`config.mk`:
```
export PLATFORM = sky130hd
export DESIGN_NAME = pixel_threshold_calibrate_reorder
export DESIGN_NICKNAME = d
export VERILOG_FILES = /design/src/ptcr_pkg.sv /design/src/pixel_threshold_calibrate_reorder.sv
export SDC_FILE = /design/constraint.sdc
export NUM_CORES = 1
export LEC_CHECK = 0
export BUFFER_PORTS_ARGS = -buffer_cell sky130_fd_sc_hd__clkbuf_2
export CAP_MARGIN = 20
export CORE_MARGIN = 1
export CORE_UTILIZATION = 50
export DETAILED_ROUTE_END_ITERATION = 8
export PLACE_DENSITY_LB_ADDON = 0.08
export SYNTH_ARGS = -nofsm -noshare
export SYNTH_HDL_FRONTEND = slang
export SYNTH_SLANG_ARGS = --single-unit
```
`constraint.sdc`:
```
create_clock -name clk -period 7.5 [get_ports clk]
set_input_delay 0.75 -clock clk [delete_from_list [all_inputs] [get_ports clk]]
set_output_delay 0.75 -clock clk [all_outputs]
set_load 0.02 [all_outputs]
```
`src/ptcr_pkg.sv`:
```
// package: register indexes, threshold modes, default geometry and field widths
`default_nettype none

package ptcr_pkg;

    localparam int FRAME_SIDE_DEFAULT  = 80;
    localparam int GROUP_WIDTH_DEFAULT = 20;

    localparam int COUNT_W  = 16;
    localparam int GAIN_W   = 24;
    localparam int OFFSET_W = 32;
    localparam int DEST_W   = 13;
    localparam int ENERGY_W = 41;

    localparam int IN_DATA_W  = 88;
    localparam int OUT_DATA_W = 72;

    localparam int CFG_INDEX_W = 2;
    localparam int CFG_DATA_W  = 16;

    typedef enum logic [CFG_INDEX_W-1:0] {
        REG_CALIB_ENABLE     = 2'd0,
        REG_REORDER_ENABLE   = 2'd1,
        REG_THRESHOLD_MODE   = 2'd2,
        REG_GLOBAL_THRESHOLD = 2'd3
    } cfg_reg_t;

    typedef enum logic [1:0] {
        THR_NONE      = 2'd0,
        THR_GLOBAL    = 2'd1,
        THR_PER_PIXEL = 2'd2,
        THR_UNUSED    = 2'd3
    } thr_mode_t;

endpackage

`default_nettype wire

```
`src/pixel_threshold_calibrate_reorder.sv`:
```
// top level: pixel threshold, gain and offset calibration, readout reordering
// The block takes one pixel beat per clock and gives one result beat per pixel through
// registers in turn: an input register holds the sample with its raster index and end-of-frame
// flag, and the result register holds the thresholded count and the calibrated energy from a
// single 17 x 24 bit multiply-add. Raster indexes come from row, column and group counters that
// step with each accepted beat, so the sustained rate is one pixel per clock whenever the
// output side is ready. Configuration is taken at any time through the cfg channel.
`default_nettype none

module pixel_threshold_calibrate_reorder #(
    parameter int FRAME_SIDE  = ptcr_pkg::FRAME_SIDE_DEFAULT,
    parameter int GROUP_WIDTH = ptcr_pkg::GROUP_WIDTH_DEFAULT
) (
    input  wire                                 clk,
    input  wire                                 rst_n,
    input  wire                                 cfg_valid,
    output logic                                cfg_ready,
    input  wire  [ptcr_pkg::CFG_INDEX_W-1:0]    cfg_index,
    input  wire  [ptcr_pkg::CFG_DATA_W-1:0]     cfg_data,
    input  wire                                 s_axis_tvalid,
    output logic                                s_axis_tready,
    // pixel_count, pixel_threshold, pixel_gain, pixel_offset
    input  wire  [ptcr_pkg::IN_DATA_W-1:0]      s_axis_tdata,
    output logic                                m_axis_tvalid,
    input  wire                                 m_axis_tready,
    // dest_index, out_count, energy, zero fill
    output logic [ptcr_pkg::OUT_DATA_W-1:0]     m_axis_tdata,
    output logic                                m_axis_tlast
);

    import ptcr_pkg::*;

    localparam int FRAME_PIXELS = FRAME_SIDE * FRAME_SIDE;
    localparam int POS_W        = $clog2(FRAME_PIXELS);
    localparam int COL_W        = $clog2(FRAME_SIDE);
    localparam int GROUPS       = FRAME_SIDE / GROUP_WIDTH;
    localparam bit MAP_OK       = (GROUPS != 0) && (GROUPS * GROUP_WIDTH == FRAME_SIDE);
    localparam int GRP_N        = (GROUPS == 0) ? 1 : GROUPS;
    localparam int SUB_W        = (GRP_N > 1) ? $clog2(GRP_N) : 1;
    localparam int GIX_W        = (GROUP_WIDTH > 1) ? $clog2(GROUP_WIDTH) : 1;

    // configuration registers
    logic            calib_enable_reg;
    logic            reorder_enable_reg;
    thr_mode_t       threshold_mode_reg;
    logic [15:0]     global_threshold_reg;

    // readout position counters
    logic [POS_W-1:0] pos_reg;
    logic [COL_W-1:0] col_reg;
    logic [POS_W-1:0] row_base_reg;
    logic [SUB_W-1:0] sub_reg;
    logic [COL_W-1:0] sub_base_reg;
    logic [GIX_W-1:0] grp_reg;

    // input stage
    logic                       s1_valid_reg;
    logic [COUNT_W-1:0]         s1_count_reg;
    logic [COUNT_W-1:0]         s1_thr_reg;
    logic signed [GAIN_W-1:0]   s1_gain_reg;
    logic signed [OFFSET_W-1:0] s1_offset_reg;
    logic [DEST_W-1:0]          s1_dest_reg;
    logic                       s1_last_reg;

    // result stage
    logic                       out_valid_reg;
    logic [DEST_W-1:0]          out_dest_reg;
    logic [COUNT_W-1:0]         out_count_reg;
    logic signed [ENERGY_W-1:0] out_energy_reg;
    logic                       out_last_reg;

    logic                       out_load;
    logic                       s1_load;
    logic                       in_accept;
    logic                       frame_last;
    logic                       col_last;
    logic                       sub_last;
    logic [POS_W-1:0]           mapped_pos;
    logic [POS_W-1:0]           dest_pos;
    logic                       zeroed;
    logic [COUNT_W-1:0]         count_next;
    logic signed [ENERGY_W-1:0] product;
    logic signed [ENERGY_W-1:0] energy_next;

    assign cfg_ready     = 1'b1;
    assign out_load      = !out_valid_reg || m_axis_tready;
    assign s1_load       = !s1_valid_reg || out_load;
    assign s_axis_tready = s1_load;
    assign in_accept     = s_axis_tvalid && s1_load;

    assign frame_last = (pos_reg == POS_W'(FRAME_PIXELS - 1));
    assign col_last   = (col_reg == COL_W'(FRAME_SIDE - 1));
    assign sub_last   = (sub_reg == SUB_W'(GRP_N - 1));
    assign mapped_pos = row_base_reg + POS_W'(sub_base_reg) + POS_W'(grp_reg);
    assign dest_pos   = (reorder_enable_reg && MAP_OK) ? mapped_pos : pos_reg;

    always_ff @(posedge clk or negedge rst_n)
    begin
        if (!rst_n)
        begin
            calib_enable_reg     <= 1'b0;
            reorder_enable_reg   <= 1'b1;
            threshold_mode_reg   <= THR_NONE;
            global_threshold_reg <= '0;
        end
        else if (cfg_valid && cfg_ready)
        begin
            unique case (cfg_reg_t'(cfg_index))
                REG_CALIB_ENABLE:     calib_enable_reg     <= cfg_data[0];
                REG_REORDER_ENABLE:   reorder_enable_reg   <= cfg_data[0];
                REG_THRESHOLD_MODE:   threshold_mode_reg   <= thr_mode_t'(cfg_data[1:0]);
                REG_GLOBAL_THRESHOLD: global_threshold_reg <= cfg_data;
                default:              ;
            endcase
        end
    end

    always_ff @(posedge clk or negedge rst_n)
    begin
        if (!rst_n)
        begin
            pos_reg      <= '0;
            col_reg      <= '0;
            row_base_reg <= '0;
            sub_reg      <= '0;
            sub_base_reg <= '0;
            grp_reg      <= '0;
        end
        else if (in_accept)
        begin
            if (frame_last)
            begin
                pos_reg      <= '0;
                col_reg      <= '0;
                row_base_reg <= '0;
                sub_reg      <= '0;
                sub_base_reg <= '0;
                grp_reg      <= '0;
            end
            else
            begin
                pos_reg <= pos_reg + POS_W'(1);
                if (col_last)
                begin
                    col_reg      <= '0;
                    row_base_reg <= row_base_reg + POS_W'(FRAME_SIDE);
                    sub_reg      <= '0;
                    sub_base_reg <= '0;
                    grp_reg      <= '0;
                end
                else
                begin
                    col_reg <= col_reg + COL_W'(1);
                    if (sub_last)
                    begin
                        sub_reg      <= '0;
                        sub_base_reg <= '0;
                        grp_reg      <= grp_reg + GIX_W'(1);
                    end
                    else
                    begin
                        sub_reg      <= sub_reg + SUB_W'(1);
                        sub_base_reg <= sub_base_reg + COL_W'(GROUP_WIDTH);
                    end
                end
            end
        end
    end

    always_ff @(posedge clk or negedge rst_n)
    begin
        if (!rst_n)
        begin
            s1_valid_reg <= 1'b0;
        end
        else if (s1_load)
        begin
            s1_valid_reg <= s_axis_tvalid;
        end
    end

    always_ff @(posedge clk)
    begin
        if (in_accept)
        begin
            s1_count_reg  <= s_axis_tdata[15:0];
            s1_thr_reg    <= s_axis_tdata[31:16];
            s1_gain_reg   <= s_axis_tdata[55:32];
            s1_offset_reg <= s_axis_tdata[87:56];
            s1_dest_reg   <= DEST_W'(dest_pos);
            s1_last_reg   <= frame_last;
        end
    end

    always_comb
    begin
        case (threshold_mode_reg)
            THR_GLOBAL:    zeroed = (s1_count_reg < global_threshold_reg);
            THR_PER_PIXEL: zeroed = (s1_count_reg < s1_thr_reg);
            default:       zeroed = 1'b0;
        endcase
        count_next  = zeroed ? '0 : s1_count_reg;
        product     = ENERGY_W'($signed({1'b0, count_next})) * ENERGY_W'(s1_gain_reg);
        energy_next = calib_enable_reg ? (product + ENERGY_W'(s1_offset_reg)) : '0;
    end

    always_ff @(posedge clk or negedge rst_n)
    begin
        if (!rst_n)
        begin
            out_valid_reg <= 1'b0;
        end
        else if (out_load)
        begin
            out_valid_reg <= s1_valid_reg;
        end
    end

    always_ff @(posedge clk)
    begin
        if (out_load && s1_valid_reg)
        begin
            out_dest_reg   <= s1_dest_reg;
            out_count_reg  <= count_next;
            out_energy_reg <= energy_next;
            out_last_reg   <= s1_last_reg;
        end
    end

    assign m_axis_tvalid = out_valid_reg;
    assign m_axis_tdata  = {2'b00, out_energy_reg, out_count_reg, out_dest_reg};
    assign m_axis_tlast  = out_last_reg;

endmodule

`default_nettype wire
```
==> flow_metrics.py, run 1 <==
metrics = {
    "status": {
        "status": "complete, but fails checks",
        "failed_checks": "setup timing",
    },
    "cts": {
        "insertion_delay_ns": 0.60,
        "cts-root-buf": "clkbuf_16",
        "cts-htree-levels": 1,
        "clock_sinks": 236,
        "cts_tree": "yes",
        "clk_pin_slew_ns": 0.06,
        "cts.path.max_buffers": 3,
        "postCtsHoldBufs": 0,
        "numCtsBuffers": 28,
    },
    "setup_path": {
        "rrSetupSlack_ns": -0.43,
        "worst_r2r_endpoint": "out_energy_reg[40]$_SDFFCE_PN0P_",
        "rr_startpoint": "s1_count_reg[1]$_DFFE_PP_",
        "crit_fanout": 7,
        "crit_path_end_kind": "flip-flop",
        "cp.arrival_ns": 8.27,
        "cpMaxStageDelayCell": "fa_1",
        "r2r_cells": 35,
        "required_ns": 7.84,
        "path_class": "flip-flop to flip-flop",
        "slowest_delay_ns": 0.52,
        "worst_path_most_repeated_cell": "fa_1",
        "critPathLaunchType": "flip-flop",
    },
    "layout": {
        "design_area_um2": 30900,
        "layoutNonFillerInstCount": 3427,
        "largest_register_ffs": 41,
        "final_cell_mix": "inv_1 (489), fa_1 (382), nand3_1 (206)",
        "area_growth_pct": 23.2,
        "regArea_um2": 6770,
        "multi_input_area_um2": 17000,
        "layout_commonest_cell": "inv_1",
        "nNetsFinal": 3413,
        "n_fill_cell": 4032,
        "drive_above_1_share": 0.267,
    },
    "floorplanning": {
        "design.core.area_um2": 49200,
        "chipWidth_um": 226,
        "ios": 187,
        "die_area_um2": 51000,
        "start_util": 0.510,
        "row_count": 81,
        "fp.dieH_um": 226,
    },
    "global_routing": {
        "grt_usage": 0.270,
        "grt_max_degree": 68,
        "first_global_vias": 19700,
        "gr-usage-met3": 0.0462,
        "overflow": 0,
        "antenna_found_initial": 6,
        "grt_most_used_layer": "met2",
        "met2_usage": 0.453,
        "use_met1": 0.351,
        "grt_pass1_wl_mm": 105,
    },
    "min_path": {
        "min_path_type": "input pin to asynchronous set/reset pin",
    },
    "routing": {
        "vias": 18300,
        "finalWirelength_mm": 66.2,
        "drtAntennaViolNets": 0,
        "drc_errors": 0,
        "drt_first_pass_iters": 7,
        "dr.first_iter.drc_count": 1145,
        "post_drt_wl_per_cell_um": 19.3,
        "routed_via_density": 5.33,
    },
    "logic_synthesis": {
        "synth_cell_type_count": 59,
        "netlist_area_um2": 25100,
        "ys_warn_count": 0,
        "netlist_instances": 2389,
        "synth_seq_cells": 236,
        "ys.flop_type": "edfxtp_1",
        "yosysSeqAreaShare": 0.270,
        "async_reset_ff_frac": 0.267,
        "synth_edf_count": 173,
        "synth.avg_cell_area_um2": 10.5,
    },
    "sta": {
        "layout_setup_ws_ns": -0.427,
        "fin_crit_ns": 7.93,
        "slew_viol_final": 0,
        "relSlewSlack": 0.364,
        "finalCritPeriodShare": 1.06,
        "finalHoldViolations": 0,
        "worst-slew-pin-transition_ns": 0.954,
        "setup_violations": 21,
        "fmax_mhz": 126,
        "rsz0062_at_grt": "true",
        "fin_skew_ns": 0.0232,
    },
    "place": {
        "dp_hpwl_mm": 50.3,
        "dp.cells": 3322,
        "placed_area_um2": 28100,
        "place_ws_ns": -0.844,
        "gp_congestion": 0.886,
        "io_buffers": 183,
    },
    "flow_run": {
        "max-cap-violations": 0,
    },
}
[critical path: cells and delay by family, from the launching register on]
| family | cells | cell delay [ns] |
|---|---|---|
| buf+inv | 11 | 1.21 |
| flops | 1 | 0.41 |
| compound gates | 12 | 1.87 |
| simple gates | 4 | 0.78 |
| fa+ha+maj | 8 | 3.38 |
[cells by family (layout without fill, tap and decap cells)]
family / Yosys count / in the layout / share of synthesized area
other: 2 / 10 / 0.000300
buffers and inverters: 645 / 1009 / 0.102
DFF: 236 / 236 / 0.270
adders and majority gates: 565 / 565 / 0.406
AOI/OAI and AO/OA: 172 / 172 / 0.0427
xor gates and xnor gates: 64 / 64 / 0.0224
muxes: 29 / 29 / 0.0129
and+or+nand+nor: 676 / 678 / 0.144
[cell type report]
cell class / count / share of cell area
clock inverter: 19 / 0.00579
multi-input combinational: 1514 / 0.549
tap: 664 / 0.0269
clock buffer: 33 / 0.0243
inverter: 510 / 0.0620
antenna: 4 / 0.000324
timing repair buffer: 447 / 0.113
sequential: 236 / 0.219
[metrics by stage]
step                hold WS (ns)  utilization  TNS [ns]
finish                     0.305        0.629     -5.11
global route               0.297        0.628    -11.37
CTS                        0.289        0.617     -4.89
detailed placement         0.406        0.571    -13.41
global placement           0.404        0.571    -10.84
floorplan                  0.400            -         0
[synthesized netlist by cell type (5+ instances only)]
| master | instances | area share |
|---|---|---|
| nand2_1 | 58 | 0.0087 |
| nand3_1 | 221 | 0.044 |
| xor2_1 | 25 | 0.0087 |
| buf_2 | 11 | 0.0022 |
| xnor2_1 | 39 | 0.014 |
| o21a_1 | 9 | 0.0027 |
| dfrtp_1 | 62 | 0.062 |
| inv_1 | 510 | 0.076 |
| nor2b_1 | 12 | 0.0030 |
| a31oi_1 | 6 | 0.0015 |
| nor3b_1 | 5 | 0.0015 |
| ha_1 | 151 | 0.075 |
| and3_1 | 213 | 0.053 |
| o31ai_1 | 5 | 0.0015 |
| a21oi_1 | 58 | 0.012 |
| nor3_1 | 15 | 0.0030 |
| a21o_1 | 23 | 0.0069 |
| clkbuf_1 | 104 | 0.016 |
| buf_6 | 15 | 0.0067 |
| fa_1 | 414 | 0.33 |
| nand4_1 | 12 | 0.0030 |
| o21ai_0 | 40 | 0.0080 |
| nand3b_1 | 6 | 0.0018 |
| nand2b_1 | 11 | 0.0027 |
| mux2_2 | 27 | 0.012 |
| o21bai_1 | 7 | 0.0021 |
| edfxtp_1 | 173 | 0.21 |
| nor2_1 | 86 | 0.013 |
| and2_1 | 24 | 0.0060 |
[per-layer routing]
metal | share of wire | vias to the layer above | wire, um
met4 | 0.041 | 4 | 2700
met2 | 0.49 | 484 | 32500
met1 | 0.41 | 9290 | 26900
met3 | 0.063 | 124 | 4140
met5 | 0.00041 | - | 27
li1 | - | 8365 | -
[repair_timing]
action                     4_1_cts  5_1_grt
buffers inserted                30       13
setup endpoints to repair       24       27
pin swaps                      108       70
gates resized for setup        203       93
cloned                           7        6
[how the worst max path moves through the flow]
| stage | slack [ns] | endpoint | cells past startpoint | startpoint |
|---|---|---|---|---|
| finish | -0.43 | out_energy_reg[40]$_SDFFCE_PN0P_ | 35 | s1_count_reg[1]$_DFFE_PP_ |
| global route | -0.70 | out_energy_reg[40]$_SDFFCE_PN0P_ | 31 | s1_count_reg[1]$_DFFE_PP_ |
| CTS | -0.38 | out_energy_reg[40]$_SDFFCE_PN0P_ | 34 | s1_count_reg[1]$_DFFE_PP_ |
| detailed placement | -0.84 | out_energy_reg[34]$_SDFFCE_PN0P_ | 33 | s1_count_reg[1]$_DFFE_PP_ |
| global placement | -0.81 | out_energy_reg[34]$_SDFFCE_PN0P_ | 33 | s1_count_reg[1]$_DFFE_PP_ |
| floorplan | 0.01 | out_energy_reg[39]$_SDFFCE_PN0P_ | 29 | s1_count_reg[1]$_DFFE_PP_ |
Power of run 1 is left out: the tool's default activity adds up to more than one toggle a clock period on the data nets, which glitch-free logic cannot reach.
==> inputs of run 2 (changes only) <==
==> constraint.sdc (replaced) <==
create_clock -name clk -period 7.5 [get_ports clk]
set_input_delay 1.5 -clock clk [delete_from_list [all_inputs] [get_ports clk]]
set_output_delay 1.5 -clock clk [all_outputs]
set_load 0.02 [all_outputs]
==> run 2 against run 1 <==
The run still ends with setup timing left. Clock skew increased by 0.012 ns. Flip-flop and latch count unchanged. Largest cell class unchanged. Non-clock buffer count decreased by 2.
==> flow_metrics.py, run 2 (same netlist as run 1, synthesis figures left out) <==
metrics = {
    "place": {
        "dp.cells": 3322,
        "dp_hpwl_mm": 50.2,
        "gp_congestion": 0.890,
        "io_buffers": 183,
        "place_ws_ns": -0.875,
    },
    "layout": {
        "drive_above_1_share": 0.269,
        "final_cell_mix": "inv_1 (486), fa_1 (385), nand3_1 (203)",
        "layoutNonFillerInstCount": 3426,
        "area_growth_pct": 23.7,
        "largest_register_ffs": 41,
        "layout_commonest_cell": "inv_1",
        "utilization": 0.631,
        "nNetsFinal": 3411,
    },
    "global_routing": {
        "first_global_vias": 19900,
        "overflow": 0,
        "grt_usage": 0.274,
        "grt_max_degree": 64,
        "antenna_found_initial": 8,
        "grt_pass1_wl_mm": 107,
    },
    "sta": {
        "worst-slew-pin-transition_ns": 0.860,
        "rsz0062_at_grt": "true",
        "slew_viol_final": 0,
        "finalCritPeriodShare": 1.06,
        "finalHoldViolations": 0,
        "fin_crit_ns": 7.95,
        "setup_violations": 20,
        "fmax_mhz": 126,
        "holdWs_ns": 0.421,
        "layout_setup_ws_ns": -0.452,
        "fin_skew_ns": 0.0350,
        "relSlewSlack": 0.426,
    },
    "setup_path": {
        "cp.arrival_ns": 8.31,
        "required_ns": 7.85,
        "cpMaxStageDelayCell": "fa_1",
        "crit_fanout": 8,
        "path_class": "flip-flop to flip-flop",
        "worst_path_most_repeated_cell": "fa_1",
        "crit_path_end_kind": "flip-flop",
        "path_buf_inv": 10,
        "slowest_delay_ns": 0.55,
        "critPathLaunchType": "flip-flop",
        "path_delay_family": "adder cells",
    },
    "routing": {
        "finalWirelength_mm": 66.9,
        "dr.first_iter.drc_count": 1063,
        "routed_via_density": 5.32,
        "vias": 18200,
        "drt_first_pass_iters": 5,
        "post_drt_wl_per_cell_um": 19.5,
        "drtAntennaViolNets": 0,
        "drc_errors": 0,
    },
    "cts": {
        "numCtsBuffers": 28,
        "cts_tree": "yes",
        "clk_pin_slew_ns": 0.06,
        "cts.path.max_buffers": 3,
        "cts-root-buf": "clkbuf_16",
        "cts-htree-levels": 1,
        "insertion_delay_ns": 0.61,
        "clock_sinks": 236,
    },
    "status": {
        "failed_checks": "setup timing",
        "status": "complete, but fails checks",
    },
    "floorplanning": {
        "fp.dieH_um": 226,
        "start_util": 0.510,
        "row_count": 81,
        "die_area_um2": 51000,
        "design.core.area_um2": 49200,
        "ios": 187,
        "chipWidth_um": 226,
    },
    "min_path": {
        "min_path_type": "flip-flop to flip-flop",
    },
    "flow_run": {
        "max-cap-violations": 0,
    },
}
==> run 2: worst paths after layout <==
kind                                                 from                                   end  slack, ns  cells past startpoint
worst max-delay path            s1_count_reg[1]$_DFFE_PP_      out_energy_reg[40]$_SDFFCE_PN0P_      -0.45                     34
worst max register to register  s1_count_reg[1]$_DFFE_PP_      out_energy_reg[40]$_SDFFCE_PN0P_      -0.45                     34
min in group asynchronous                           rst_n               pos_reg[10]$_DFFE_PN0P_       1.06                      2
max in group asynchronous                           rst_n  global_threshold_reg[15]$_DFFE_PN0P_       5.83                      2
worst min register to register   s1_dest_reg[7]$_DFFE_PP_             out_dest_reg[7]$_DFFE_PP_       0.42                      0
worst min-delay path             s1_dest_reg[7]$_DFFE_PP_             out_dest_reg[7]$_DFFE_PP_       0.42                      0
==> run 2: area by class of cell <==
class,count,area (um^2)
inverters,510,1920
well taps,664,831
diodes,5,12.5
multi-input cells,1514,17000
repair buffers,445,3530
fillers,4071,18100
clock buffers,35,757
clock inverters,17,175
flip-flops and latches,236,6770
==> run 2: metal layers <==
| layer | share of wire | global-route usage |
|---|---|---|
| met5 | 0.00034 | 0 |
| met4 | 0.035 | 0.0935 |
| met3 | 0.063 | 0.0496 |
| met2 | 0.48 | 0.460 |
| met1 | 0.42 | 0.358 |
==> run 2: metrics by stage <==
stage | TNS [ns] | area, um^2
floorplan | 0 | 25200
global placement | -10.79 | 28100
global route | -11.78 | 31000
CTS | -5.15 | 30400
finish | -4.76 | 31000
detailed placement | -13.71 | 28100
==> run 2: what timing repair did <==
action,4_1_cts,5_1_grt
endpoints found under the setup margin,26,27
pin swaps,111,102
hold buffers,0,0
cloned,13,3
gates resized for setup,208,109
setup buffers,25,14
Power of run 2 is left out for the same reason.
